<file path="config.mk">
export PLATFORM = sky130hd
export DESIGN_NAME = node_cache_lfu_replacement
export DESIGN_NICKNAME = d
export VERILOG_FILES = /design/src/lfucr_pkg.sv /design/src/lfucr_ctrl.sv /design/src/lfucr_dp.sv /design/src/node_cache_lfu_replacement.sv
export SDC_FILE = /design/constraint.sdc
export NUM_CORES = 2
export LEC_CHECK = 0
export BUFFER_PORTS_ARGS = -buffer_cell sky130_fd_sc_hd__buf_4
export CORE_MARGIN = 2
export CORE_UTILIZATION = 30
export CTS_BUF_LIST = sky130_fd_sc_hd__clkbuf_8
export CTS_CLUSTER_SIZE = 25
export DETAILED_ROUTE_END_ITERATION = 6
export GPL_ROUTABILITY_DRIVEN = 0
export GPL_TIMING_DRIVEN = 0
export PLACE_DENSITY = 0.55
export SKIP_CTS_REPAIR_TIMING = 1
export SLEW_MARGIN = 0
export SYNTH_ARGS = -nofsm -noshare
export SYNTH_HDL_FRONTEND = slang
export SYNTH_SLANG_ARGS = --single-unit
</file>
<file path="constraint.sdc">
create_clock -name clk -period 13.7 [get_ports clk]
set_input_delay 0.685 -clock clk [delete_from_list [all_inputs] [get_ports clk]]
set_output_delay 0.685 -clock clk [all_outputs]
set_load 0.005 [all_outputs]
</file>
<file path="src/lfucr_pkg.sv">
package lfucr_pkg;

  // cache geometry
  localparam int CACHE_SLOTS = 16;
  localparam int SLOT_W      = $clog2(CACHE_SLOTS);
  localparam int CNT_W       = $clog2(CACHE_SLOTS + 1);

  // field widths
  localparam int OP_W       = 2;
  localparam int NODE_W     = 24;
  localparam int TAG_W      = 16;
  localparam int HITS_W     = 32;
  localparam int OUT_SLOT_W = 6;
  localparam int APB_ADDR_W = 3;
  localparam int APB_DATA_W = 32;

  localparam logic [NODE_W-1:0]     NODE_LAST = '1;
  localparam logic [HITS_W-1:0]     HITS_MAX  = 32'hFFFF_FFFF;
  localparam logic [APB_ADDR_W-1:0] ADDR_INIT_COUNT = 3'd0;

  // request codes
  typedef enum logic [OP_W-1:0] {
    OP_GET   = 2'd0,
    OP_ALLOC = 2'd1,
    OP_FLUSH = 2'd2,
    OP_NONE  = 2'd3
  } op_t;

  typedef enum logic [2:0] {
    ST_IDLE,
    ST_LOOKUP,
    ST_ALLOC_CHK,
    ST_PICK,
    ST_SEARCH,
    ST_COMMIT,
    ST_FLUSH
  } state_t;

  // controller to datapath
  typedef struct packed {
    logic load_req;
    logic clr_scan;
    logic inc_scan;
    logic hit_upd;
    logic pick_fill;
    logic search_step;
    logic commit;
    logic emit_err;
    logic flush_step;
    logic emit_empty;
  } ctrl_t;

  // datapath to controller
  typedef struct packed {
    op_t  op;
    logic scan_end;
    logic match;
    logic full;
    logic exhausted;
    logic search_stop;
    logic last_slot;
    logic vic_found;
    logic any_flushed;
  } stat_t;

endpackage

</file>
<file path="src/lfucr_ctrl.sv">
module lfucr_ctrl (
  input  logic             clk,
  input  logic             rst_n,
  input  logic             start,
  input  lfucr_pkg::stat_t stat,
  output lfucr_pkg::ctrl_t ctrl,
  output logic             busy
);
  import lfucr_pkg::*;

  state_t state_r, state_nxt;
  logic   accept;

  assign accept = start && (state_r == ST_IDLE);
  assign busy   = (state_r != ST_IDLE);

  // state register
  always_ff @(posedge clk) begin
    if (!rst_n) begin
      state_r <= ST_IDLE;
    end else begin
      state_r <= state_nxt;
    end
  end

  // next state
  always_comb begin
    state_nxt = state_r;
    unique case (state_r)
      ST_IDLE: begin
        if (start) begin
          // the request is not registered yet, so decode it from the datapath view
          state_nxt = ST_IDLE;
        end
      end
      ST_LOOKUP: begin
        if (stat.scan_end) begin
          state_nxt = ST_PICK;
        end else if (stat.match) begin
          state_nxt = ST_IDLE;
        end
      end
      ST_ALLOC_CHK: begin
        state_nxt = stat.exhausted ? ST_IDLE : ST_PICK;
      end
      ST_PICK: begin
        state_nxt = stat.full ? ST_SEARCH : ST_COMMIT;
      end
      ST_SEARCH: begin
        if (stat.search_stop || stat.last_slot) begin
          state_nxt = ST_COMMIT;
        end
      end
      ST_COMMIT: begin
        state_nxt = ST_IDLE;
      end
      ST_FLUSH: begin
        if (stat.scan_end) begin
          state_nxt = ST_IDLE;
        end
      end
      default: state_nxt = ST_IDLE;
    endcase
    // dispatch on the incoming op
    if (accept) begin
      unique case (stat.op)
        OP_GET:   state_nxt = ST_LOOKUP;
        OP_ALLOC: state_nxt = ST_ALLOC_CHK;
        OP_FLUSH: state_nxt = ST_FLUSH;
        default:  state_nxt = ST_IDLE;
      endcase
    end
  end

  // datapath commands
  always_comb begin
    ctrl = '0;
    unique case (state_r)
      ST_IDLE: begin
        ctrl.load_req = accept;
        ctrl.clr_scan = accept;
      end
      ST_LOOKUP: begin
        if (!stat.scan_end) begin
          if (stat.match) begin
            ctrl.hit_upd = 1'b1;
          end else begin
            ctrl.inc_scan = 1'b1;
          end
        end
      end
      ST_ALLOC_CHK: begin
        ctrl.emit_err = stat.exhausted;
      end
      ST_PICK: begin
        ctrl.clr_scan  = 1'b1;
        ctrl.pick_fill = !stat.full;
      end
      ST_SEARCH: begin
        ctrl.search_step = 1'b1;
        ctrl.inc_scan    = 1'b1;
      end
      ST_COMMIT: begin
        ctrl.commit   = stat.vic_found;
        ctrl.emit_err = !stat.vic_found;
      end
      ST_FLUSH: begin
        if (stat.scan_end) begin
          ctrl.emit_empty = !stat.any_flushed;
        end else begin
          ctrl.flush_step = 1'b1;
          ctrl.inc_scan   = 1'b1;
        end
      end
      default: ctrl = '0;
    endcase
  end

endmodule

</file>
<file path="src/lfucr_dp.sv">
module lfucr_dp (
  input  logic                                clk,
  input  logic                                rst_n,
  // request word
  input  logic [lfucr_pkg::OP_W-1:0]          in_op,
  input  logic [lfucr_pkg::NODE_W-1:0]        in_node_index,
  input  logic [lfucr_pkg::TAG_W-1:0]         in_operation_tag,
  // configuration
  input  logic                                psel,
  input  logic                                penable,
  input  logic                                pwrite,
  input  logic [lfucr_pkg::APB_ADDR_W-1:0]    paddr,
  input  logic [lfucr_pkg::APB_DATA_W-1:0]    pwdata,
  output logic [lfucr_pkg::APB_DATA_W-1:0]    prdata,
  // control
  input  lfucr_pkg::ctrl_t                    ctrl,
  output lfucr_pkg::stat_t                    stat,
  // result word
  output logic                                out_valid,
  output logic [lfucr_pkg::OUT_SLOT_W-1:0]    out_slot,
  output logic [lfucr_pkg::NODE_W-1:0]        out_result_node,
  output logic                                out_hit,
  output logic                                out_load_needed,
  output logic                                out_writeback_valid,
  output logic [lfucr_pkg::NODE_W-1:0]        out_writeback_node,
  output logic                                out_no_free_slot,
  output logic                                out_last
);
  import lfucr_pkg::*;

  // slot store
  logic [NODE_W-1:0]      slot_node_r [CACHE_SLOTS];
  logic [HITS_W-1:0]      slot_hits_r [CACHE_SLOTS];
  logic [TAG_W-1:0]       slot_tag_r  [CACHE_SLOTS];
  logic [CACHE_SLOTS-1:0] slot_dirty_r;

  logic [CNT_W-1:0]  fill_count_r;
  logic [NODE_W-1:0] next_node_r;
  logic [NODE_W-1:0] init_count_r;

  // request and scan registers
  op_t               op_r;
  logic [NODE_W-1:0] node_r;
  logic [TAG_W-1:0]  tag_r;
  logic [CNT_W-1:0]  idx_r;
  logic [HITS_W-1:0] best_r;
  logic [SLOT_W-1:0] vic_r;
  logic              vic_found_r;
  logic              vic_dirty_r;
  logic [NODE_W-1:0] vic_node_r;
  logic              any_r;

  // result registers
  logic                  out_valid_r;
  logic [OUT_SLOT_W-1:0] out_slot_r;
  logic [NODE_W-1:0]     out_result_node_r;
  logic                  out_hit_r;
  logic                  out_load_needed_r;
  logic                  out_writeback_valid_r;
  logic [NODE_W-1:0]     out_writeback_node_r;
  logic                  out_no_free_slot_r;
  logic                  out_last_r;

  logic [SLOT_W-1:0] idx;
  logic [NODE_W-1:0] cur_node;
  logic [HITS_W-1:0] cur_hits;
  logic [TAG_W-1:0]  cur_tag;
  logic              cur_dirty;
  logic              candidate;
  logic              later_dirty;
  logic              cfg_wr;
  logic [NODE_W-1:0] new_node;

  assign idx       = idx_r[SLOT_W-1:0];
  assign cur_node  = slot_node_r[idx];
  assign cur_hits  = slot_hits_r[idx];
  assign cur_tag   = slot_tag_r[idx];
  assign cur_dirty = slot_dirty_r[idx];
  assign candidate = (cur_tag != tag_r) && (!vic_found_r || (cur_hits < best_r));
  assign new_node  = (op_r == OP_ALLOC) ? next_node_r : node_r;
  assign cfg_wr    = psel && penable && pwrite && (paddr == ADDR_INIT_COUNT);

  // dirty slots after the current one, for the flush end marker
  always_comb begin
    later_dirty = 1'b0;
    for (int j = 0; j < CACHE_SLOTS; j++) begin
      if (slot_dirty_r[j] && (CNT_W'(j) > idx_r) && (CNT_W'(j) < fill_count_r)) begin
        later_dirty = 1'b1;
      end
    end
  end

  // status to controller
  always_comb begin
    stat.op          = op_t'(in_op);
    stat.scan_end    = (idx_r == fill_count_r);
    stat.match       = (cur_node == node_r);
    stat.full        = (fill_count_r == CNT_W'(CACHE_SLOTS));
    stat.exhausted   = (next_node_r == NODE_LAST);
    stat.search_stop = candidate && (cur_hits == HITS_W'(1));
    stat.last_slot   = (idx_r == CNT_W'(CACHE_SLOTS - 1));
    stat.vic_found   = vic_found_r;
    stat.any_flushed = any_r;
  end

  // configuration register and readback
  always_ff @(posedge clk) begin
    if (!rst_n) begin
      init_count_r <= '0;
    end else if (cfg_wr) begin
      init_count_r <= pwdata[NODE_W-1:0];
    end
  end

  assign prdata = (paddr == ADDR_INIT_COUNT) ? APB_DATA_W'(init_count_r) : '0;

  // node counter and fill count
  always_ff @(posedge clk) begin
    if (!rst_n) begin
      next_node_r  <= '0;
      fill_count_r <= '0;
    end else begin
      if (cfg_wr) begin
        next_node_r <= pwdata[NODE_W-1:0];
      end else if (ctrl.commit && (op_r == OP_ALLOC)) begin
        next_node_r <= next_node_r + NODE_W'(1);
      end
      if (ctrl.commit && (CNT_W'(vic_r) == fill_count_r) && (fill_count_r != CNT_W'(CACHE_SLOTS))) begin
        fill_count_r <= fill_count_r + CNT_W'(1);
      end
    end
  end

  // dirty bits
  always_ff @(posedge clk) begin
    if (!rst_n) begin
      slot_dirty_r <= '0;
    end else if (ctrl.commit) begin
      slot_dirty_r[vic_r] <= (op_r == OP_ALLOC);
    end else if (ctrl.flush_step) begin
      slot_dirty_r[idx] <= 1'b0;
    end
  end

  // slot payload
  always_ff @(posedge clk) begin
    if (ctrl.commit) begin
      slot_node_r[vic_r] <= new_node;
      slot_hits_r[vic_r] <= HITS_W'(1);
      slot_tag_r[vic_r]  <= tag_r;
    end else if (ctrl.hit_upd) begin
      if (cur_hits != HITS_MAX) begin
        slot_hits_r[idx] <= cur_hits + HITS_W'(1);
      end
      slot_tag_r[idx] <= tag_r;
    end
  end

  // request capture
  always_ff @(posedge clk) begin
    if (ctrl.load_req) begin
      op_r   <= op_t'(in_op);
      node_r <= in_node_index;
      tag_r  <= in_operation_tag;
    end
  end

  // scan index and victim tracking
  always_ff @(posedge clk) begin
    if (!rst_n) begin
      idx_r       <= '0;
      vic_found_r <= 1'b0;
      any_r       <= 1'b0;
    end else begin
      if (ctrl.clr_scan) begin
        idx_r <= '0;
        any_r <= 1'b0;
      end else if (ctrl.inc_scan) begin
        idx_r <= idx_r + CNT_W'(1);
      end
      // a free slot or a new candidate wins over the scan clear
      if (ctrl.pick_fill || (ctrl.search_step && candidate)) begin
        vic_found_r <= 1'b1;
      end else if (ctrl.clr_scan) begin
        vic_found_r <= 1'b0;
      end
      if (ctrl.flush_step && cur_dirty) begin
        any_r <= 1'b1;
      end
    end
  end

  always_ff @(posedge clk) begin
    if (ctrl.pick_fill) begin
      vic_r       <= fill_count_r[SLOT_W-1:0];
      vic_dirty_r <= 1'b0;
      vic_node_r  <= '0;
    end else if (ctrl.search_step && candidate) begin
      vic_r       <= idx;
      best_r      <= cur_hits;
      vic_dirty_r <= cur_dirty;
      vic_node_r  <= cur_node;
    end
  end

  // result strobe
  always_ff @(posedge clk) begin
    if (!rst_n) begin
      out_valid_r <= 1'b0;
    end else begin
      out_valid_r <= ctrl.hit_upd || ctrl.commit || ctrl.emit_err || ctrl.emit_empty ||
                     (ctrl.flush_step && cur_dirty);
    end
  end

  // result word
  always_ff @(posedge clk) begin
    if (ctrl.hit_upd) begin
      out_slot_r            <= OUT_SLOT_W'(idx);
      out_result_node_r     <= node_r;
      out_hit_r             <= 1'b1;
      out_load_needed_r     <= 1'b0;
      out_writeback_valid_r <= 1'b0;
      out_writeback_node_r  <= '0;
      out_no_free_slot_r    <= 1'b0;
      out_last_r            <= 1'b1;
    end else if (ctrl.commit) begin
      out_slot_r            <= OUT_SLOT_W'(vic_r);
      out_result_node_r     <= new_node;
      out_hit_r             <= 1'b0;
      out_load_needed_r     <= (op_r == OP_GET);
      out_writeback_valid_r <= vic_dirty_r;
      out_writeback_node_r  <= vic_dirty_r ? vic_node_r : '0;
      out_no_free_slot_r    <= 1'b0;
      out_last_r            <= 1'b1;
    end else if (ctrl.flush_step && cur_dirty) begin
      out_slot_r            <= OUT_SLOT_W'(idx);
      out_result_node_r     <= cur_node;
      out_hit_r             <= 1'b0;
      out_load_needed_r     <= 1'b0;
      out_writeback_valid_r <= 1'b1;
      out_writeback_node_r  <= cur_node;
      out_no_free_slot_r    <= 1'b0;
      out_last_r            <= !later_dirty;
    end else if (ctrl.emit_err || ctrl.emit_empty) begin
      out_slot_r            <= '0;
      out_result_node_r     <= '0;
      out_hit_r             <= 1'b0;
      out_load_needed_r     <= 1'b0;
      out_writeback_valid_r <= 1'b0;
      out_writeback_node_r  <= '0;
      out_no_free_slot_r    <= ctrl.emit_err;
      out_last_r            <= 1'b1;
    end
  end

  assign out_valid           = out_valid_r;
  assign out_slot            = out_slot_r;
  assign out_result_node     = out_result_node_r;
  assign out_hit             = out_hit_r;
  assign out_load_needed     = out_load_needed_r;
  assign out_writeback_valid = out_writeback_valid_r;
  assign out_writeback_node  = out_writeback_node_r;
  assign out_no_free_slot    = out_no_free_slot_r;
  assign out_last            = out_last_r;

endmodule

</file>
<file path="src/node_cache_lfu_replacement.sv">
// Fully associative write-back node cache with least-frequently-used replacement.
// Request channel: in_op, in_node_index and in_operation_tag are taken at a clock
// edge with start high and busy low; busy stays high until the request is done.
// Result channel: each result word sits on the out_ ports for one cycle, marked by
// out_valid; the receiver cannot stall, so every word must be taken as it comes.
// Configuration: APB port, initial_node_count at byte address 0, pready tied high; the
// user must write only while busy is low (not checked); a write also reloads the node counter.
// Sequencing, set by the slot scan counter that walks one slot per cycle:
//   get hit on slot k: lookup walks slots 0 to k, then the result word is registered
//   get miss or allocate with a free slot: lookup (get only, over the filled slots),
//   then pick and commit; with the cache full, a victim search over up to 16 slots
//   lies between pick and commit (stops early on a hit count of one)
//   flush: walks the filled slots, one result word per dirty slot as it is found
// Reset (synchronous, rst_n low) empties the cache, clears every dirty bit and
// sets the node counter and initial_node_count to zero.
module node_cache_lfu_replacement (
  input  logic                                clk,
  input  logic                                rst_n,
  // request channel
  input  logic                                start,
  output logic                                busy,
  input  logic [lfucr_pkg::OP_W-1:0]          in_op,
  input  logic [lfucr_pkg::NODE_W-1:0]        in_node_index,
  input  logic [lfucr_pkg::TAG_W-1:0]         in_operation_tag,
  // result channel
  output logic                                out_valid,
  output logic [lfucr_pkg::OUT_SLOT_W-1:0]    out_slot,
  output logic [lfucr_pkg::NODE_W-1:0]        out_result_node,
  output logic                                out_hit,
  output logic                                out_load_needed,
  output logic                                out_writeback_valid,
  output logic [lfucr_pkg::NODE_W-1:0]        out_writeback_node,
  output logic                                out_no_free_slot,
  output logic                                out_last,
  // configuration port
  input  logic                                psel,
  input  logic                                penable,
  input  logic                                pwrite,
  input  logic [lfucr_pkg::APB_ADDR_W-1:0]    paddr,
  input  logic [lfucr_pkg::APB_DATA_W-1:0]    pwdata,
  output logic [lfucr_pkg::APB_DATA_W-1:0]    prdata,
  output logic                                pready
);
  import lfucr_pkg::*;

  ctrl_t ctrl;
  stat_t stat;

  assign pready = 1'b1;

  // sequencer
  lfucr_ctrl u_ctrl (
    .clk   (clk),
    .rst_n (rst_n),
    .start (start),
    .stat  (stat),
    .ctrl  (ctrl),
    .busy  (busy)
  );

  // slot store, scan and result datapath
  lfucr_dp u_dp (
    .clk                 (clk),
    .rst_n               (rst_n),
    .in_op               (in_op),
    .in_node_index       (in_node_index),
    .in_operation_tag    (in_operation_tag),
    .psel                (psel),
    .penable             (penable),
    .pwrite              (pwrite),
    .paddr               (paddr),
    .pwdata              (pwdata),
    .prdata              (prdata),
    .ctrl                (ctrl),
    .stat                (stat),
    .out_valid           (out_valid),
    .out_slot            (out_slot),
    .out_result_node     (out_result_node),
    .out_hit             (out_hit),
    .out_load_needed     (out_load_needed),
    .out_writeback_valid (out_writeback_valid),
    .out_writeback_node  (out_writeback_node),
    .out_no_free_slot    (out_no_free_slot),
    .out_last            (out_last)
  );

endmodule

</file>
After elaboration in Yosys (flattened, before gate mapping)
Memories as Yosys holds them, arrays and structs flattened. A register that Yosys moved wholly into a read port is not among the register bits.
Cells that the tools add are included.
- bits in registers: 240
- bits in writable memories: 1152
- bits of input ports: 83
- output and inout port bits: 94
- logic and storage cells: 269
- memories kept: 3
- memories (name ; words ; bits a word ; read ports ; clocked after memory_dff ; write ports ; RTL line ; RTL):
    u_dp.slot_hits_r ; 16 ; 32 ; 1 ; 1 ; 1 ; lfucr_dp.sv:33 ; logic [HITS_W-1:0] slot_hits_r [CACHE_SLOTS];
    u_dp.slot_node_r ; 16 ; 24 ; 1 ; 1 ; 1 ; lfucr_dp.sv:32 ; logic [NODE_W-1:0] slot_node_r [CACHE_SLOTS];
    u_dp.slot_tag_r ; 16 ; 16 ; 1 ; 1 ; 1 ; lfucr_dp.sv:34 ; logic [TAG_W-1:0] slot_tag_r [CACHE_SLOTS];
- add/sub/neg operators: 4
- $lt $le $gt $ge: 37
- equal/unequal tests: 23
- mux-type cells: 97
- bitwise gates (word level): 4
- reduce and logical (&&, ||, !) cells: 77
- operator list (cell ; number):
    24-bit two-way mux ; 10
    4-bit two-way mux ; 14
    1-bit two-way mux ; 51
    16-bit two-way mux ; 3
    1-bit logical AND ; 45
    4-bit by 5-bit greater-than comparator with 1-bit output, first input constant ; 8
    4-bit by 5-bit less-than comparator with 1-bit output, first input constant ; 8
    32-bit by 1-bit adder with 32-bit output, second input constant ; 1
    32-bit by 1-bit == test with 1-bit output, second input constant ; 1
    32-bit less-than comparator ; 1
    32-bit two-way mux ; 1
    32-bit inequality test, second input constant ; 1
    32-bit OR reduction ; 1
    24-bit by 1-bit adder with 24-bit output, second input constant ; 1
    24-bit == test ; 1
    24-bit == test, second input constant ; 1
    3-bit by 5-bit greater-than comparator with 1-bit output, first input constant ; 4
    3-bit by 5-bit less-than comparator with 1-bit output, first input constant ; 4
    3-bit two-way mux ; 6
    3-bit one-hot mux with 6 select lines ; 1
    16-bit bitwise AND ; 1
    16-bit bitwise mux ; 1
    16-bit inequality test ; 1
    16-bit NOT ; 1
    other kinds (39) ; 75

Logic depth before layout (Yosys ltp)
- depth after elaboration: 21
- gate-level depth with buffers: 22
- gate-level depth less buffers: 13

Modules after synthesis
A second synthesis with hierarchy kept.
- cells, all modules: 3210
- area, all modules: 57166.1 um^2
- modules (own cells, without submodules) (module ; times used ; cells an instance ; area each (um^2)):
    lfucr_dp ; 1 ; 3150 ; 56741.9
    lfucr_ctrl ; 1 ; 58 ; 412.9
    node_cache_lfu_replacement ; 1 ; 2 ; 11.3

Worst setup path before layout
No wires, ideal clock.
- kind: register to register
- from: register with a tool-made name
- to: memory u_dp.slot_hits_r[4][0], enable pin
- library setup time: 470 ps
- arrival: 5767 ps
- data required time: 13230 ps
- setup slack: 7463 ps
- cell stages (with the launch flop): 17
- cells stage by stage: dfxtp_1 buf_6 buf_6 buf_6 buf_6 buf_4 buf_4 mux4_2 mux4_2 ha_1 nand3_1 nor4_2 nand3_1 a211oi_1 nand2b_1 buf_4 o31ai_1
- RTL lines (element ; RTL line):
    end, declared ; lfucr_dp.sv:33

==> impl_metrics.csv <==
group,metric,value,unit
logic_synthesis,async_flop_share,0,%
sta,maxSlewViolCount,0,
grt,grt_antenna_before_repair,6,
routing,drt_iter0_drc,3653,
critical_path,cp-end-kind,"flop",
grt,use_met1,24.9,%
power_and_ir_drop,peakVddDrop,116,µV
cts,h-tree-depth,4,
critical_path,crit_path_start_kind,"flop",
sta,max_freq,139,MHz
finish,seq_area,40500,µm²
routing,routedWlPerCell,26.6,µm
cts,cts_tree,"yes",
critical_path,crit_required,14.35,ns
grt,grt_max_degree,42,
run,maxCapViolations,0,
outcome,status,"complete, no violations",
sta,min_period,7.18,ns
logic_synthesis,netlist_top_cells_count,"1258 x edfxtp_1, 322 x nand2_1, 274 x mux4_2, 138 x dfxtp_1, 112 x mux2i_1",
grt,grt_pass1_wl,247000,µm
critical_path,cpMostUsedCell,"buf_2",
logic_synthesis,postSynthAreaPerCell,17.0,µm²
sta,hold_viol_final,0,
routing,drt-total-wl,175000,µm
routing,route.detailed.drc,0,
routing,dr.pass1.iters,6,
cts,ctsLongestPathBuffers,3,
critical_path,critPathSlowestCell,"clkbuf_1",
sta,rsz0062_at_grt,"false",
cts,cts.sinks,1396,
grt,grt_pass1_vias,33800,
sta,setup_tns,0,ns
sta,fin_skew,0.0412,ns
grt,gr-total-overflow,0,
routing,via_per_inst,5.17,
die,initial_core_util,30.3,%
die,coreArea,190000,µm²
place,io_buffers,157,
cts,worstSkewPairLatency,0.97,ns
power_and_ir_drop,power,8.87,mW
logic_synthesis,synth_ff_type,"edfxtp_1",
logic_synthesis,synth-seq-cells,1396,
cts,cts-root-buf,"clkbuf_8",
grt,grt_use_total,17.4,%
die,num_rows,160,
cts,numCtsBuffers,211,
die,pin_count,177,
grt,busiest_layer,"met2",
sta,setup_viol,0,
finish,nets,3991,
logic_synthesis,synth_most_common_cell,"edfxtp_1",
logic_synthesis,synth_edf_count,1258,
finish,area_growth,17.7,%
critical_path,path_cells,"buf_2 -> buf_4 -> buf_2 -> clkbuf_1 -> mux4_2 -> mux2i_1 -> mux2i_1 -> xnor2_1 -> o2111a_1 -> o2111ai_1 -> nor3_4 -> buf_2 -> nand2_1 -> o21ai_2 -> buf_8",
die,die_h,442,µm
critical_path,crit_fanout,10,
logic_synthesis,ys_top_cells_by_area,"edfxtp_1 66%, mux4_2 11%, dfxtp_1 4.8%",
critical_path,crit_type,"flop to flop",
routing,ant_nets,0,
routing,num_vias,33900,
critical_path,critPathMaxStageDelay,0.86,ns
sta,worst_pin_slew,1.31,ns
logic_synthesis,synthCells,3381,
cts,clkTransAtPathRegs,0.07,ns
die,die_area,196000,µm²
finish,drive_above_1_share,24.3,%
logic_synthesis,synth_top_area_cell,"edfxtp_1",
grt,grt.met2_usage,27.3,%
logic_synthesis,ys_seq_area_share,70.4,%
power_and_ir_drop,p_per_area,131,nW/µm²
power_and_ir_drop,p_leak,21.2,nW
grt,met3_usage,2.84,%
finish,multiInputGateArea,16000,µm²
logic_synthesis,yosysTopAreaCellShare,65.6,%
place,place_hpwl,117000,µm
critical_path,cp.arrival,7.83,ns
finish,fill_cells,17900,
worst_hold_path,hold_class,"primary input to flop",
sta,slew_headroom,12.6,%
logic_synthesis,synth.cell_area,57600,µm²
sta,fin_crit_sh,52.4,%
logic_synthesis,yosys.cell_types.count,82,
logic_synthesis,ys_warn_count,0,
die,die_w,442,µm
[logic make-up (layout without fill, tap and decap cells)]
| family | count (synthesis) | count (layout) | synth area share [%] |
|---|---|---|---|
| compound gates | 407 | 407 | 4.88 |
| buf+inv | 263 | 917 | 2.44 |
| simple gates | 713 | 713 | 5.89 |
| flops | 1396 | 1396 | 70.4 |
| other cells | 2 | 14 | 0.0130 |
| xor+xnor | 124 | 124 | 1.89 |
| mux | 432 | 432 | 13.6 |
| fa+ha+maj | 44 | 44 | 0.947 |
[per-layer routing]
metal	up-vias	share of wire, %
li1	14300	-
met1	17700	44
met2	1622	46
met3	297	7.6
met4	2	2.6
met5	-	0.0074
[report_power, final]
| group | internal [mW] | leakage [nW] | switching (mW) | total [mW] |
|---|---|---|---|---|
| Combinational | 0.221 | 7.35 | 0.415 | 0.636 |
| Sequential | 4.84 | 11.5 | 0.130 | 4.97 |
| Clock | 1.60 | 2.31 | 1.66 | 3.26 |
[through the flow]
step           worst slack [ns]  std cells  instance area [µm²]  hold WS (ns)  util [%]
2_1_floorplan              7.46       3390                57600         0.424         -
3_3_place_gp               1.27       6058                61900         0.433      32.5
3_5_place_dp               6.61       6121                63400         0.439      33.3
4_1_cts                    6.60       6512                67400        -0.178      35.4
5_1_grt                    6.42       6556                67800        0.0170      35.6
6_report                   6.52       6558                67800        0.0273      35.6
[critical path: cells and delay by family, from the launching register on]
kind	cells	cell delay (ns)
buffers and inverters	6	2.57
AO/OA/AOI/OAI	3	1.47
multiplexers	3	1.27
AND/OR/NAND/NOR	2	1.05
flip-flops	1	0.30
XOR/XNOR	1	0.20
[state kept, by name, indices dropped and copies added, names as in the netlist, 2 cells and up, named ones only]
name	count
u_ctrl.state_r	3
u_dp.best_r	32
u_dp.fill_count_r	5
u_dp.idx_r	5
u_dp.init_count_r	24
u_dp.next_node_r	24
u_dp.node_r	24
u_dp.op_r	2
u_dp.out_result_node	24
u_dp.out_slot	4
u_dp.out_writeback_node	24
u_dp.slot_dirty_r	16
u_dp.slot_hits_r	512
u_dp.slot_node_r	384
u_dp.slot_tag_r	256
u_dp.tag_r	16
u_dp.vic_node_r	24
u_dp.vic_r	4
[area by class of cell]
type / instances / area share, %
flip-flops and latches: 1396 / 59.8
multi-input cells: 1731 / 23.6
well taps: 2511 / 4.63
clock buffers: 223 / 4.53
repair buffers: 263 / 4.10
plain buffers: 186 / 1.65
clock inverters: 168 / 1.30
inverters: 77 / 0.426
diodes: 3 / 0.0111
[cells in the final DEF, fill, tap and decap left out, types with 72 or more instances in the layout]
cell type	n
nand2_1	322
clkbuf_1	75
mux2i_1	112
dfxtp_1	138
xnor2_1	72
edfxtp_1	1258
mux4_2	274
inv_1	137
nor2_1	103
a22oi_1	74
buf_4	188
clkbuf_8	223
[path summary, 6_finish.rpt]
kind	start	to	slack [ns]	depth (start not counted)
hold reg to reg	u_dp.vic_dirty_r	u_dp.vic_dirty_r	0.45	2
setup / recovery	flop	u_dp.slot_tag_r[5][15]	6.52	15
setup reg to reg	flop	u_dp.slot_tag_r[5][15]	6.52	15
hold / removal	pwdata[14]	u_dp.next_node_r[14]	0.03	3
No activity file was read; power rests on OpenSTA's default activity.
